<file path="src/rtl/core/tlbm_pkg.sv">
// Package for the TLB/page-table MMU: sizes, codes, payload and control structs.
// No dependencies.
`default_nettype none
package tlbm_pkg;
  localparam int unsigned MAX_PAGES  = 64;
  localparam int unsigned MAX_FRAMES = 32;
  localparam int unsigned TLB_DEPTH  = 16;

  localparam int unsigned PAGE_W  = 7;
  localparam int unsigned FRAME_W = 6;
  localparam int unsigned TS_W    = 32;
  localparam int unsigned CNT_W   = 32;
  localparam int unsigned CFG_IDX_W = 3;
  localparam int unsigned CFG_W     = 7;

  localparam int unsigned PIDX_W = $clog2(MAX_PAGES);
  localparam int unsigned PCNT_W = $clog2(MAX_PAGES + 1);
  localparam int unsigned FIDX_W = $clog2(MAX_FRAMES);
  localparam int unsigned FCNT_W = $clog2(MAX_FRAMES + 1);
  localparam int unsigned FW_W   = (FCNT_W > 5) ? FCNT_W : 5;
  localparam int unsigned TIDX_W = (TLB_DEPTH > 1) ? $clog2(TLB_DEPTH) : 1;
  localparam int unsigned TCNT_W = $clog2(TLB_DEPTH + 1);

  typedef enum logic [2:0] {
    OC_HIT   = 3'd0,
    OC_MISS  = 3'd1,
    OC_FREE  = 3'd2,
    OC_EVICT = 3'd3,
    OC_BAD   = 3'd4,
    OC_START = 3'd5
  } outcome_e;

  typedef enum logic [CFG_IDX_W-1:0] {
    CFG_TOTAL_FRAMES  = 3'd0,
    CFG_WINDOW_START  = 3'd1,
    CFG_WINDOW_FRAMES = 3'd2,
    CFG_TLB_ENTRIES   = 3'd3,
    CFG_PAGE_COUNT    = 3'd4
  } cfg_idx_e;

  typedef enum logic [3:0] {
    ST_IDLE, ST_LOOK, ST_MOD, ST_CLRW, ST_FREE, ST_PFRD,
    ST_LRU, ST_VFRD, ST_TSCAN, ST_INS
  } state_e;

  typedef struct packed {
    logic              command;
    logic [PAGE_W-1:0] page_number;
  } in_t;

  typedef struct packed {
    logic [2:0]         outcome;
    logic [FRAME_W-1:0] frame_number;
    logic [PAGE_W-1:0]  victim_page;
    logic [CNT_W-1:0]   fault_total;
  } out_t;

  typedef struct packed {
    logic     latch;
    logic     fw_init;
    logic     mod_step;
    logic     fw_step;
    logic     clr_free;
    logic     claim;
    logic     hit_upd;
    logic     rd_pf;
    logic     take_pf;
    logic     lru_init;
    logic     lru_step;
    logic     rd_vf;
    logic     take_vf;
    logic     ts_init;
    logic     ts_step;
    logic     ts_drop;
    logic     insert;
    logic     clr_proc;
    logic     emit;
    outcome_e oc;
  } ctrl_cmd_t;

  typedef struct packed {
    logic is_start;
    logic bad;
    logic hit;
    logic pvalid;
    logic mod_done;
    logic fw_end;
    logic fw_free;
    logic lru_end;
    logic lru_found;
    logic tlb_full;
    logic ts_end;
  } ctrl_sts_t;
endpackage
`default_nettype wire

</file>
<file path="src/rtl/core/tlbm_ram.sv">
// Generic single-write, single-read RAM with registered read data.
// No dependencies.
`default_nettype none
module tlbm_ram #(
  parameter int unsigned Width = 8,
  parameter int unsigned Depth = 16
) (
  input  wire logic                     clk_i,
  input  wire logic                     we_i,
  input  wire logic [$clog2(Depth)-1:0] waddr_i,
  input  wire logic [Width-1:0]         wdata_i,
  input  wire logic                     re_i,
  input  wire logic [$clog2(Depth)-1:0] raddr_i,
  output logic      [Width-1:0]         rdata_o
);
  logic [Width-1:0] mem_q [Depth];

  always_ff @(posedge clk_i) begin
    if (we_i) begin
      mem_q[waddr_i] <= wdata_i;
    end
    if (re_i) begin
      rdata_o <= mem_q[raddr_i];
    end
  end
endmodule
`default_nettype wire

</file>
<file path="src/rtl/core/tlbm_ctrl.sv">
// Sequencer for the TLB/page-table MMU: issues datapath commands.
// Depends on tlbm_pkg.
`default_nettype none
module tlbm_ctrl (
  input  wire logic                clk_i,
  input  wire logic                rst_ni,
  input  wire logic                start_i,
  input  wire tlbm_pkg::ctrl_sts_t sts_i,
  output tlbm_pkg::ctrl_cmd_t      cmd_o,
  output logic                     busy_o
);
  tlbm_pkg::state_e state_q, state_d;

  always_ff @(posedge clk_i or negedge rst_ni) begin
    if (!rst_ni) begin
      state_q <= tlbm_pkg::ST_IDLE;
    end else begin
      state_q <= state_d;
    end
  end

  always_comb begin
    state_d = state_q;
    cmd_o   = '0;
    cmd_o.oc = tlbm_pkg::OC_BAD;
    unique case (state_q)
      tlbm_pkg::ST_IDLE: begin
        if (start_i) begin
          cmd_o.latch = 1'b1;
          state_d = tlbm_pkg::ST_LOOK;
        end
      end
      tlbm_pkg::ST_LOOK: begin
        priority if (sts_i.is_start) begin
          cmd_o.fw_init = 1'b1;
          state_d = tlbm_pkg::ST_MOD;
        end else if (sts_i.bad) begin
          cmd_o.emit = 1'b1;
          cmd_o.oc   = tlbm_pkg::OC_BAD;
          state_d = tlbm_pkg::ST_IDLE;
        end else if (sts_i.hit) begin
          cmd_o.hit_upd = 1'b1;
          cmd_o.emit    = 1'b1;
          cmd_o.oc      = tlbm_pkg::OC_HIT;
          state_d = tlbm_pkg::ST_IDLE;
        end else if (sts_i.pvalid) begin
          cmd_o.rd_pf = 1'b1;
          state_d = tlbm_pkg::ST_PFRD;
        end else begin
          cmd_o.fw_init = 1'b1;
          state_d = tlbm_pkg::ST_MOD;
        end
      end
      tlbm_pkg::ST_MOD: begin
        if (!sts_i.mod_done) begin
          cmd_o.mod_step = 1'b1;
        end else if (sts_i.is_start) begin
          state_d = tlbm_pkg::ST_CLRW;
        end else begin
          state_d = tlbm_pkg::ST_FREE;
        end
      end
      tlbm_pkg::ST_CLRW: begin
        if (sts_i.fw_end) begin
          cmd_o.clr_proc = 1'b1;
          cmd_o.emit     = 1'b1;
          cmd_o.oc       = tlbm_pkg::OC_START;
          state_d = tlbm_pkg::ST_IDLE;
        end else begin
          cmd_o.clr_free = 1'b1;
        end
      end
      tlbm_pkg::ST_FREE: begin
        priority if (sts_i.fw_end) begin
          cmd_o.lru_init = 1'b1;
          state_d = tlbm_pkg::ST_LRU;
        end else if (sts_i.fw_free) begin
          cmd_o.claim   = 1'b1;
          cmd_o.ts_init = 1'b1;
          state_d = tlbm_pkg::ST_TSCAN;
        end else begin
          cmd_o.fw_step = 1'b1;
        end
      end
      tlbm_pkg::ST_PFRD: begin
        cmd_o.take_pf = 1'b1;
        cmd_o.ts_init = 1'b1;
        state_d = tlbm_pkg::ST_TSCAN;
      end
      tlbm_pkg::ST_LRU: begin
        if (!sts_i.lru_end) begin
          cmd_o.lru_step = 1'b1;
        end else if (sts_i.lru_found) begin
          cmd_o.rd_vf = 1'b1;
          state_d = tlbm_pkg::ST_VFRD;
        end else begin
          cmd_o.emit = 1'b1;
          cmd_o.oc   = tlbm_pkg::OC_BAD;
          state_d = tlbm_pkg::ST_IDLE;
        end
      end
      tlbm_pkg::ST_VFRD: begin
        cmd_o.take_vf = 1'b1;
        cmd_o.ts_init = 1'b1;
        state_d = tlbm_pkg::ST_TSCAN;
      end
      tlbm_pkg::ST_TSCAN: begin
        priority if (!sts_i.tlb_full) begin
          state_d = tlbm_pkg::ST_INS;
        end else if (sts_i.ts_end) begin
          cmd_o.ts_drop = 1'b1;
          state_d = tlbm_pkg::ST_INS;
        end else begin
          cmd_o.ts_step = 1'b1;
        end
      end
      tlbm_pkg::ST_INS: begin
        cmd_o.insert = 1'b1;
        cmd_o.emit   = 1'b1;
        state_d = tlbm_pkg::ST_IDLE;
      end
      default: begin
        state_d = tlbm_pkg::ST_IDLE;
      end
    endcase
  end

  assign busy_o = (state_q != tlbm_pkg::ST_IDLE);
endmodule
`default_nettype wire

</file>
<file path="src/rtl/core/tlbm_dp.sv">
// Datapath for the TLB/page-table MMU: config, TLB, page table, walks, result.
// Depends on tlbm_pkg and tlbm_ram.
`default_nettype none
module tlbm_dp (
  input  wire logic                                clk_i,
  input  wire logic                                rst_ni,
  input  wire logic                                cfg_we_i,
  input  wire logic [tlbm_pkg::CFG_IDX_W-1:0]      cfg_idx_i,
  input  wire logic [tlbm_pkg::CFG_W-1:0]          cfg_wdata_i,
  input  wire tlbm_pkg::in_t                       in_i,
  input  wire tlbm_pkg::ctrl_cmd_t                 cmd_i,
  output tlbm_pkg::ctrl_sts_t                      sts_o,
  output logic                                     done_o,
  output tlbm_pkg::out_t                           result_o
);
  localparam int unsigned PW  = tlbm_pkg::PAGE_W;
  localparam int unsigned FRW = tlbm_pkg::FRAME_W;
  localparam int unsigned TSW = tlbm_pkg::TS_W;
  localparam int unsigned NP  = tlbm_pkg::MAX_PAGES;
  localparam int unsigned NF  = tlbm_pkg::MAX_FRAMES;
  localparam int unsigned NT  = tlbm_pkg::TLB_DEPTH;

  // configuration
  logic [5:0] tot_q, wfr_q;
  logic [4:0] wst_q, tle_q;
  logic [6:0] pcnt_q;

  logic [tlbm_pkg::FCNT_W-1:0] eff_frames, eff_win;
  logic [tlbm_pkg::TCNT_W-1:0] cap;
  logic [PW-1:0]               limit;

  always_comb begin
    int unsigned ef, ew, ct, lm;
    ef = (tot_q == '0) ? 1 : ((32'(tot_q) > NF) ? NF : 32'(tot_q));
    ew = (32'(wfr_q) < ef) ? 32'(wfr_q) : ef;
    ct = (tle_q == '0) ? 1 : ((32'(tle_q) > NT) ? NT : 32'(tle_q));
    lm = (32'(pcnt_q) > NP) ? NP : 32'(pcnt_q);
    eff_frames = tlbm_pkg::FCNT_W'(ef);
    eff_win    = tlbm_pkg::FCNT_W'(ew);
    cap        = tlbm_pkg::TCNT_W'(ct);
    limit      = PW'(lm);
  end

  // latched item
  logic          cmd_q;
  logic [PW-1:0] pg_q;
  logic [tlbm_pkg::PIDX_W-1:0] p_idx;
  assign p_idx = tlbm_pkg::PIDX_W'(pg_q - PW'(1));

  // state
  logic [PW-1:0]  tlb_pg_q [NT];
  logic [FRW-1:0] tlb_fr_q [NT];
  logic [TSW-1:0] tlb_ts_q [NT];
  logic [NT-1:0]  tlb_v_q;
  logic [NP-1:0]  pv_q;
  logic [NF-1:0]  ff_q;
  logic [tlbm_pkg::CNT_W-1:0] fault_q;
  logic [TSW-1:0] time_q, now;
  assign now = (time_q == '1) ? time_q : time_q + TSW'(1);

  // walks
  logic [tlbm_pkg::FW_W-1:0]   fw_f_q;
  logic [tlbm_pkg::FCNT_W-1:0] fw_cnt_q;
  logic [tlbm_pkg::PCNT_W-1:0] lru_addr_q;
  logic                        lru_rv_q, lru_found_q;
  logic [tlbm_pkg::PIDX_W-1:0] lru_idx_q, lru_best_q;
  logic [TSW-1:0]              lru_bt_q;
  logic [tlbm_pkg::TCNT_W-1:0] ts_idx_q;
  logic                        ts_found_q;
  logic [tlbm_pkg::TIDX_W-1:0] ts_best_q, ts_idx;
  logic [TSW-1:0]              ts_bt_q;

  logic [FRW-1:0]      fr_q;
  logic [PW-1:0]       vict_q;
  tlbm_pkg::outcome_e  oc_q;

  assign ts_idx = ts_idx_q[tlbm_pkg::TIDX_W-1:0];

  // TLB match, victim match, first free slot
  logic [NT-1:0]               hit_vec, vmatch;
  logic [tlbm_pkg::TIDX_W-1:0] hit_idx, ins_idx;
  logic                        ins_ok;
  logic [PW-1:0]               lru_page;
  assign lru_page = PW'(lru_best_q) + PW'(1);

  always_comb begin
    hit_idx = '0;
    ins_idx = '0;
    ins_ok  = 1'b0;
    for (int i = 0; i < NT; i++) begin
      hit_vec[i] = tlb_v_q[i] && (tlb_pg_q[i] == pg_q);
      vmatch[i]  = tlb_v_q[i] && (tlb_pg_q[i] == lru_page);
    end
    for (int i = NT - 1; i >= 0; i--) begin
      if (hit_vec[i]) hit_idx = tlbm_pkg::TIDX_W'(i);
      if (!tlb_v_q[i]) begin
        ins_idx = tlbm_pkg::TIDX_W'(i);
        ins_ok  = 1'b1;
      end
    end
  end

  // memories
  logic [FRW-1:0] fr_rdata;
  logic [TSW-1:0] ts_rdata;
  logic           lru_issue;
  assign lru_issue = cmd_i.lru_step && (lru_addr_q != tlbm_pkg::PCNT_W'(NP));

  tlbm_ram #(.Width(FRW), .Depth(NP)) u_frame_ram (
    .clk_i   (clk_i),
    .we_i    (cmd_i.insert),
    .waddr_i (p_idx),
    .wdata_i (fr_q),
    .re_i    (cmd_i.rd_pf | cmd_i.rd_vf),
    .raddr_i (cmd_i.rd_vf ? lru_best_q : p_idx),
    .rdata_o (fr_rdata)
  );

  tlbm_ram #(.Width(TSW), .Depth(NP)) u_stamp_ram (
    .clk_i   (clk_i),
    .we_i    (cmd_i.insert | cmd_i.hit_upd),
    .waddr_i (p_idx),
    .wdata_i (now),
    .re_i    (lru_issue),
    .raddr_i (lru_addr_q[tlbm_pkg::PIDX_W-1:0]),
    .rdata_o (ts_rdata)
  );

  // status
  always_comb begin
    sts_o.is_start  = cmd_q;
    sts_o.bad       = (pg_q == '0) || (pg_q > limit);
    sts_o.hit       = |hit_vec;
    sts_o.pvalid    = pv_q[p_idx];
    sts_o.mod_done  = (fw_f_q < eff_frames);
    sts_o.fw_end    = (fw_cnt_q == eff_win);
    sts_o.fw_free   = ff_q[fw_f_q[tlbm_pkg::FIDX_W-1:0]];
    sts_o.lru_end   = (lru_addr_q == tlbm_pkg::PCNT_W'(NP)) && !lru_rv_q;
    sts_o.lru_found = lru_found_q;
    sts_o.tlb_full  = ($countones(tlb_v_q) >= 32'(cap));
    sts_o.ts_end    = (ts_idx_q == tlbm_pkg::TCNT_W'(NT));
  end

  // control state
  always_ff @(posedge clk_i or negedge rst_ni) begin
    if (!rst_ni) begin
      tot_q    <= 6'd32;
      wst_q    <= 5'd0;
      wfr_q    <= 6'd1;
      tle_q    <= 5'd4;
      pcnt_q   <= 7'd64;
      tlb_v_q  <= '0;
      pv_q     <= '0;
      ff_q     <= '1;
      fault_q  <= '0;
      time_q   <= '0;
      fw_cnt_q <= '0;
      lru_addr_q  <= '0;
      lru_rv_q    <= 1'b0;
      lru_found_q <= 1'b0;
      ts_idx_q    <= '0;
      ts_found_q  <= 1'b0;
      done_o      <= 1'b0;
    end else begin
      if (cfg_we_i) begin
        unique case (cfg_idx_i)
          tlbm_pkg::CFG_TOTAL_FRAMES:  tot_q  <= cfg_wdata_i[5:0];
          tlbm_pkg::CFG_WINDOW_START:  wst_q  <= cfg_wdata_i[4:0];
          tlbm_pkg::CFG_WINDOW_FRAMES: wfr_q  <= cfg_wdata_i[5:0];
          tlbm_pkg::CFG_TLB_ENTRIES:   tle_q  <= cfg_wdata_i[4:0];
          tlbm_pkg::CFG_PAGE_COUNT:    pcnt_q <= cfg_wdata_i[6:0];
          default: ;
        endcase
      end
      done_o <= cmd_i.emit;
      if (cmd_i.fw_init) fw_cnt_q <= '0;
      if (cmd_i.fw_step || cmd_i.clr_free) fw_cnt_q <= fw_cnt_q + tlbm_pkg::FCNT_W'(1);
      if (cmd_i.clr_free) ff_q[fw_f_q[tlbm_pkg::FIDX_W-1:0]] <= 1'b1;
      if (cmd_i.claim) begin
        ff_q[fw_f_q[tlbm_pkg::FIDX_W-1:0]] <= 1'b0;
      end
      if ((cmd_i.claim || cmd_i.take_vf) && fault_q != '1) begin
        fault_q <= fault_q + tlbm_pkg::CNT_W'(1);
      end
      if (cmd_i.take_vf) begin
        pv_q[lru_best_q] <= 1'b0;
        tlb_v_q <= tlb_v_q & ~vmatch;
      end
      if (cmd_i.hit_upd) time_q <= now;
      if (cmd_i.lru_init) begin
        lru_addr_q  <= '0;
        lru_rv_q    <= 1'b0;
        lru_found_q <= 1'b0;
      end
      if (cmd_i.lru_step) begin
        lru_rv_q <= lru_issue;
        if (lru_issue) lru_addr_q <= lru_addr_q + tlbm_pkg::PCNT_W'(1);
        if (lru_rv_q && pv_q[lru_idx_q] && (!lru_found_q || ts_rdata < lru_bt_q)) begin
          lru_found_q <= 1'b1;
        end
      end
      if (cmd_i.ts_init) begin
        ts_idx_q   <= '0;
        ts_found_q <= 1'b0;
      end
      if (cmd_i.ts_step) begin
        ts_idx_q <= ts_idx_q + tlbm_pkg::TCNT_W'(1);
        if (tlb_v_q[ts_idx] && (!ts_found_q || tlb_ts_q[ts_idx] < ts_bt_q)) begin
          ts_found_q <= 1'b1;
        end
      end
      if (cmd_i.ts_drop && ts_found_q) tlb_v_q[ts_best_q] <= 1'b0;
      if (cmd_i.insert) begin
        pv_q[p_idx] <= 1'b1;
        time_q      <= now;
        if (ins_ok) tlb_v_q[ins_idx] <= 1'b1;
      end
      if (cmd_i.clr_proc) begin
        tlb_v_q <= '0;
        pv_q    <= '0;
        fault_q <= '0;
        time_q  <= '0;
      end
    end
  end

  // payload
  always_ff @(posedge clk_i) begin
    if (cmd_i.latch) begin
      cmd_q <= in_i.command;
      pg_q  <= in_i.page_number;
    end
    if (cmd_i.fw_init) fw_f_q <= tlbm_pkg::FW_W'(wst_q);
    if (cmd_i.mod_step) fw_f_q <= tlbm_pkg::FW_W'(fw_f_q - eff_frames);
    if (cmd_i.fw_step || cmd_i.clr_free) begin
      fw_f_q <= (fw_f_q + tlbm_pkg::FW_W'(1) == tlbm_pkg::FW_W'(eff_frames)) ? '0
              : fw_f_q + tlbm_pkg::FW_W'(1);
    end
    if (cmd_i.claim) begin
      fr_q   <= FRW'(fw_f_q + tlbm_pkg::FW_W'(1));
      vict_q <= '0;
      oc_q   <= tlbm_pkg::OC_FREE;
    end
    if (cmd_i.take_pf) begin
      fr_q   <= fr_rdata;
      vict_q <= '0;
      oc_q   <= tlbm_pkg::OC_MISS;
    end
    if (cmd_i.take_vf) begin
      fr_q   <= fr_rdata;
      vict_q <= lru_page;
      oc_q   <= tlbm_pkg::OC_EVICT;
    end
    if (cmd_i.lru_step) begin
      lru_idx_q <= lru_addr_q[tlbm_pkg::PIDX_W-1:0];
      if (lru_rv_q && pv_q[lru_idx_q] && (!lru_found_q || ts_rdata < lru_bt_q)) begin
        lru_best_q <= lru_idx_q;
        lru_bt_q   <= ts_rdata;
      end
    end
    if (cmd_i.ts_step) begin
      if (tlb_v_q[ts_idx] && (!ts_found_q || tlb_ts_q[ts_idx] < ts_bt_q)) begin
        ts_best_q <= ts_idx;
        ts_bt_q   <= tlb_ts_q[ts_idx];
      end
    end
    if (cmd_i.hit_upd) tlb_ts_q[hit_idx] <= now;
    if (cmd_i.insert && ins_ok) begin
      tlb_pg_q[ins_idx] <= pg_q;
      tlb_fr_q[ins_idx] <= fr_q;
      tlb_ts_q[ins_idx] <= now;
    end
    if (cmd_i.emit) begin
      result_o.outcome      <= cmd_i.insert ? oc_q : cmd_i.oc;
      result_o.frame_number <= cmd_i.hit_upd ? tlb_fr_q[hit_idx]
                             : (cmd_i.insert ? fr_q : '0);
      result_o.victim_page  <= cmd_i.insert ? vict_q : '0;
      result_o.fault_total  <= cmd_i.clr_proc ? '0 : fault_q;
    end
  end
endmodule
`default_nettype wire

</file>
<file path="src/rtl/core/tlb_page_table_lru_mmu.sv">
// TLB/page-table MMU with LRU replacement. A TLB hit or bad page is answered straight
// from the lookup; a fault walks the window (window_start mod total_frames reduction,
// then one window frame after another), then, with no free frame, an LRU search over
// the timestamp RAM, then a TLB LRU scan when the TLB is full. One transaction
// at a time; a new one may start on the cycle its predecessor's result is shown.
// Reset clears all valid bits and counters, config to defaults; frames all free.
`default_nettype none
module tlb_page_table_lru_mmu (
  input  wire logic                           clk_i,
  input  wire logic                           rst_ni,
  // configuration write port
  input  wire logic                           cfg_we_i,
  input  wire logic [tlbm_pkg::CFG_IDX_W-1:0] cfg_idx_i,
  input  wire logic [tlbm_pkg::CFG_W-1:0]     cfg_wdata_i,
  // command side
  input  wire logic                           start_i,
  input  wire tlbm_pkg::in_t                  in_i,
  output logic                                busy_o,
  // result side: one-cycle strobe, receiver cannot stall
  output logic                                done_o,
  output tlbm_pkg::out_t                      result_o
);
  // controller drives commands, datapath reports status back
  tlbm_pkg::ctrl_cmd_t cmd;
  tlbm_pkg::ctrl_sts_t sts;

  tlbm_ctrl u_ctrl (
    .clk_i   (clk_i),
    .rst_ni  (rst_ni),
    .start_i (start_i),
    .sts_i   (sts),
    .cmd_o   (cmd),
    .busy_o  (busy_o)
  );

  // datapath holds TLB in flops, page frames and timestamps in RAMs
  tlbm_dp u_dp (
    .clk_i       (clk_i),
    .rst_ni      (rst_ni),
    .cfg_we_i    (cfg_we_i),
    .cfg_idx_i   (cfg_idx_i),
    .cfg_wdata_i (cfg_wdata_i),
    .in_i        (in_i),
    .cmd_i       (cmd),
    .sts_o       (sts),
    .done_o      (done_o),
    .result_o    (result_o)
  );
endmodule
`default_nettype wire

</file>
<file path="config.mk">
export PLATFORM = sky130hd
export DESIGN_NAME = tlb_page_table_lru_mmu
export DESIGN_NICKNAME = d
export VERILOG_FILES = /design/src/rtl/core/tlbm_pkg.sv /design/src/rtl/core/tlbm_ram.sv /design/src/rtl/core/tlbm_ctrl.sv /design/src/rtl/core/tlbm_dp.sv /design/src/rtl/core/tlb_page_table_lru_mmu.sv
export SDC_FILE = /design/constraint.sdc
export NUM_CORES = 2
export LEC_CHECK = 0
export ABC_AREA = 1
export BUFFER_PORTS_ARGS = -buffer_cell sky130_fd_sc_hd__buf_2
export CAP_MARGIN = 20
export CORE_UTILIZATION = 39
export DETAILED_ROUTE_END_ITERATION = 8
export PLACE_DENSITY = 0.59
export SYNTH_ARGS = -nofsm -noshare
export SYNTH_HDL_FRONTEND = slang
export SYNTH_SLANG_ARGS = --single-unit
</file>
<file path="constraint.sdc">
create_clock -name clk_i -period 10.7 [get_ports clk_i]
set_input_delay 2.14 -clock clk_i [delete_from_list [all_inputs] [get_ports clk_i]]
set_output_delay 2.14 -clock clk_i [all_outputs]
set_load 0.03 [all_outputs]
</file>
==> flow_summary.yaml <==
status:
  status: "finished clean"
critical_path:
  path_common_cell: "nand3_1"
  cp.required_ns: 11.25
  path_delay_family: "buffers and inverters"
  crit_path_cell_trace: "buf_4 > buf_4 > o21ai_0 > o221ai_1 > nand3_1 > nand3_1 > ha_1 > nand2_1 > inv_1 > nand3_1 > a31oi_1 > a2111oi_0 > a21boi_0 > o21ai_0 > nand2_1 > nand3_1 > clkinv_1 > buf_4"
  end_kind: "flop"
  path_max_fanout: 104
  critPathBufInv: 5
  cp.arrival_ns: 6.88
  cp-start-kind: "flop"
  cp_slowest_stage_delay_ns: 0.94
  critPathKind: "flop to flop"
  crit_slowest_cell: "dfrtp_4"
yosys:
  ys_ff_latch: 3578
  synth.distinct_cells: 76
  async_flop_share: 0.0646
  synth_warnings: 0
  syn_area_per_cell_um2: 12.2
  synth_edf_count: 3345
  ys.flop_type: "edfxtp_1"
  synth_nets: 12400
  synthCells: 12200
  seq_area_frac_synth: 0.716
  synth_area_um2: 149000
global_routing:
  grt_pass1_vias: 92800
  antenna_found_initial: 23
  grt_max_degree: 186
  grt_pass1_wl_um: 633000
  grtUsageTotal: 0.221
  grt-ovfl-total: 0
drt:
  viasPerCell: 5.66
  drc_errors: 0
  totalWireLength_um: 435000
  drt_iter0_drc: 12000
  firstDrtPassIters: 7
  wire_per_inst_um: 24.9
  drt.antenna.violating_nets: 0
  num_vias: 99100
place:
  pre_cts_slack_ns: 4.41
  place.gp.congestion: 0.885
  dp_hpwl_um: 244000
  port-buffer-count: 71
die:
  std_cell_rows: 226
  die_area_um2: 383000
  die_h_um: 619
  ios: 72
  die_w_um: 619
  coreArea_um2: 379000
  start_util: 0.392
timing:
  tns_ns: 0
  worst_slack_ns: 4.37
  maxSlewHeadroom: 0.194
  fmax_mhz: 158
  hold_viol: 0
  rsz0062_at_grt: "false"
  fin_skew_ns: 0.118
  finalSetupViolCount: 0
  post-route-min-period_ns: 6.33
  worst_pin_slew_ns: 1.21
  drv_slew: 0
  period_share: 0.592
cts:
  ctsHoldBuffers: 0
  clockBufferDepth: 4
  cts_tree: "built"
  insertion_delay_ns: 1.01
  cts.repair.resized: 0
  ctsRootBufferMaster: "clkbuf_16"
  cts_setup_buffers: 0
  clk_pin_slew_ns: 0.06
  clock-sinks: 3578
  cts-buffers-inserted: 372
  h-tree-depth: 5
cells_and_area:
  layout_commonest_cell: "edfxtp_1"
  mostFrequentLayoutCells: "edfxtp_1 (3345), nor2_1 (2191), o21ai_0 (1755), nand2_1 (855), o22ai_1 (647)"
  syn2layout_area_growth_pct: 12.7
  final_core_util: 0.442
  drive_above_1_share: 0.0905
  final_nets: 12300
pwr:
  worst_ir_drop_vdd_v: 0.000179
  p_per_area_nw_per_um2: 216
  p_leak_nw: 52.2
  p_total_w: 0.0362
min_path:
  hp-class: "flop to flop"
job:
  cap_viol_max_count: 0
-- final cells by class --
type | instances | area (um2)
fill | 34300 | 212000
clock inverter | 220 | 2020
inverter | 630 | 2400
timing repair buffer | 334 | 2540
sequential | 3578 | 106000
clock buffer | 464 | 9830
tap | 5016 | 6280
antenna | 2 | 5.00
multi-input combinational | 7246 | 38000
-- where the power goes --
part           switching (W)  internal (W)
clock                0.00555       0.00715
sequential          0.000268        0.0158
combinational        0.00559       0.00183
total                 0.0114        0.0248
-- cell usage after synthesis (67+ instances only) --
cell type	n	area [um2]
nand2_1	861	3230
ha_1	113	1410
a31oi_1	73	457
o21ai_0	1756	8790
xor2_1	147	1290
a21oi_1	266	1330
buf_2	77	385
clkbuf_1	622	2330
inv_1	606	2270
a221oi_1	67	587
o22ai_1	647	4050
dfrtp_1	195	4880
nor3_1	71	355
o221ai_1	135	1180
edfxtp_1	3345	100000
nand4_1	74	463
nand3_1	346	1730
nor2_1	2288	8590
o211ai_1	84	631
-- worst reg2reg max path: stages, from the launching register on --
cell,delay [ns]
dfrtp_4,0.94
buf_4,0.85
buf_4,1.03
o21ai_0,0.24
o221ai_1,0.22
nand3_1,0.19
nand3_1,0.16
ha_1,0.24
nand2_1,0.06
inv_1,0.05
nand3_1,0.06
a31oi_1,0.07
a2111oi_0,0.27
a21boi_0,0.34
o21ai_0,0.40
nand2_1,0.16
nand3_1,0.10
clkinv_1,0.06
buf_4,0.45
-- metal layers --
metal  wire [um]  vias to the layer above  part of all wire  global-route usage
met2      201000                     4350              0.46               0.350
li1            -                    44400                 -                   -
met3       37000                      695             0.085              0.0374
met5          13                        -          0.000030                   0
met1      184000                    49600              0.42               0.311
met4       12900                        2             0.030              0.0662
-- kinds of logic (layout without fill, tap and decap cells) --
kind of cell | count (synthesis) | in the layout | share of synthesized area
other | 0 | 2 | 0
adder cells (fa/ha/maj) | 125 | 125 | 0.0111
AO/OA/AOI/OAI | 3171 | 3171 | 0.122
AND/OR/NAND/NOR | 3757 | 3757 | 0.103
XOR/XNOR | 192 | 192 | 0.0114
multiplexers | 1 | 1 | 0.0000674
buffers and inverters | 1386 | 1648 | 0.0370
flip-flops | 3578 | 3578 | 0.716
-- per-stage QoR --
stage	hold slack, ns	std cells	cell area, um2
floorplan	0.419	12200	149000
global placement	0.433	16800	155000
detailed placement	0.443	16800	155000
CTS	0.449	17500	167000
global route	0.468	17500	167000
finish	0.449	17500	167000
-- state kept, by name, summed over array words and instances, names as in the netlist, 7 cells and up --
name                      count
u_dp.tlb_fr_q                96
u_dp.result_o                48
u_dp.lru_addr_q               7
u_dp.lru_bt_q                32
u_dp.time_q                  32
u_dp.u_stamp_ram.rdata_o     32
u_dp.tlb_v_q                 16
u_dp.u_stamp_ram.mem_q     2048
u_dp.pv_q                    64
u_dp.vict_q                   7
u_dp.ts_bt_q                 32
u_dp.fault_q                 32
u_dp.tlb_pg_q               112
u_dp.tlb_ts_q               512
u_dp.pcnt_q                   7
u_dp.u_frame_ram.mem_q      384
u_dp.pg_q                     7
u_dp.ff_q                    32
-- final timing paths --
check | from | to | slack [ns] | cells past startpoint
max in group asynchronous | rst_ni | u_dp.ts_idx_q[1]$_DFFE_PN0P_ | 7.70 | 2
max | u_dp.ts_idx_q[0]$_DFFE_PN0P_ | u_dp.ts_bt_q[23]$_DFFE_PP_ | 4.37 | 18
min | u_dp.u_stamp_ram.rdata_o[25]$_DFFE_PP_ | u_dp.lru_bt_q[25]$_DFFE_PP_ | 0.45 | 0
min in group asynchronous | rst_ni | u_dp.fault_q[10]$_DFFE_PN0P_ | 1.30 | 1
min reg2reg | u_dp.u_stamp_ram.rdata_o[25]$_DFFE_PP_ | u_dp.lru_bt_q[25]$_DFFE_PP_ | 0.45 | 0
max reg2reg | u_dp.ts_idx_q[0]$_DFFE_PN0P_ | u_dp.ts_bt_q[23]$_DFFE_PP_ | 4.37 | 18
No activity file was read; power rests on OpenSTA's default activity.
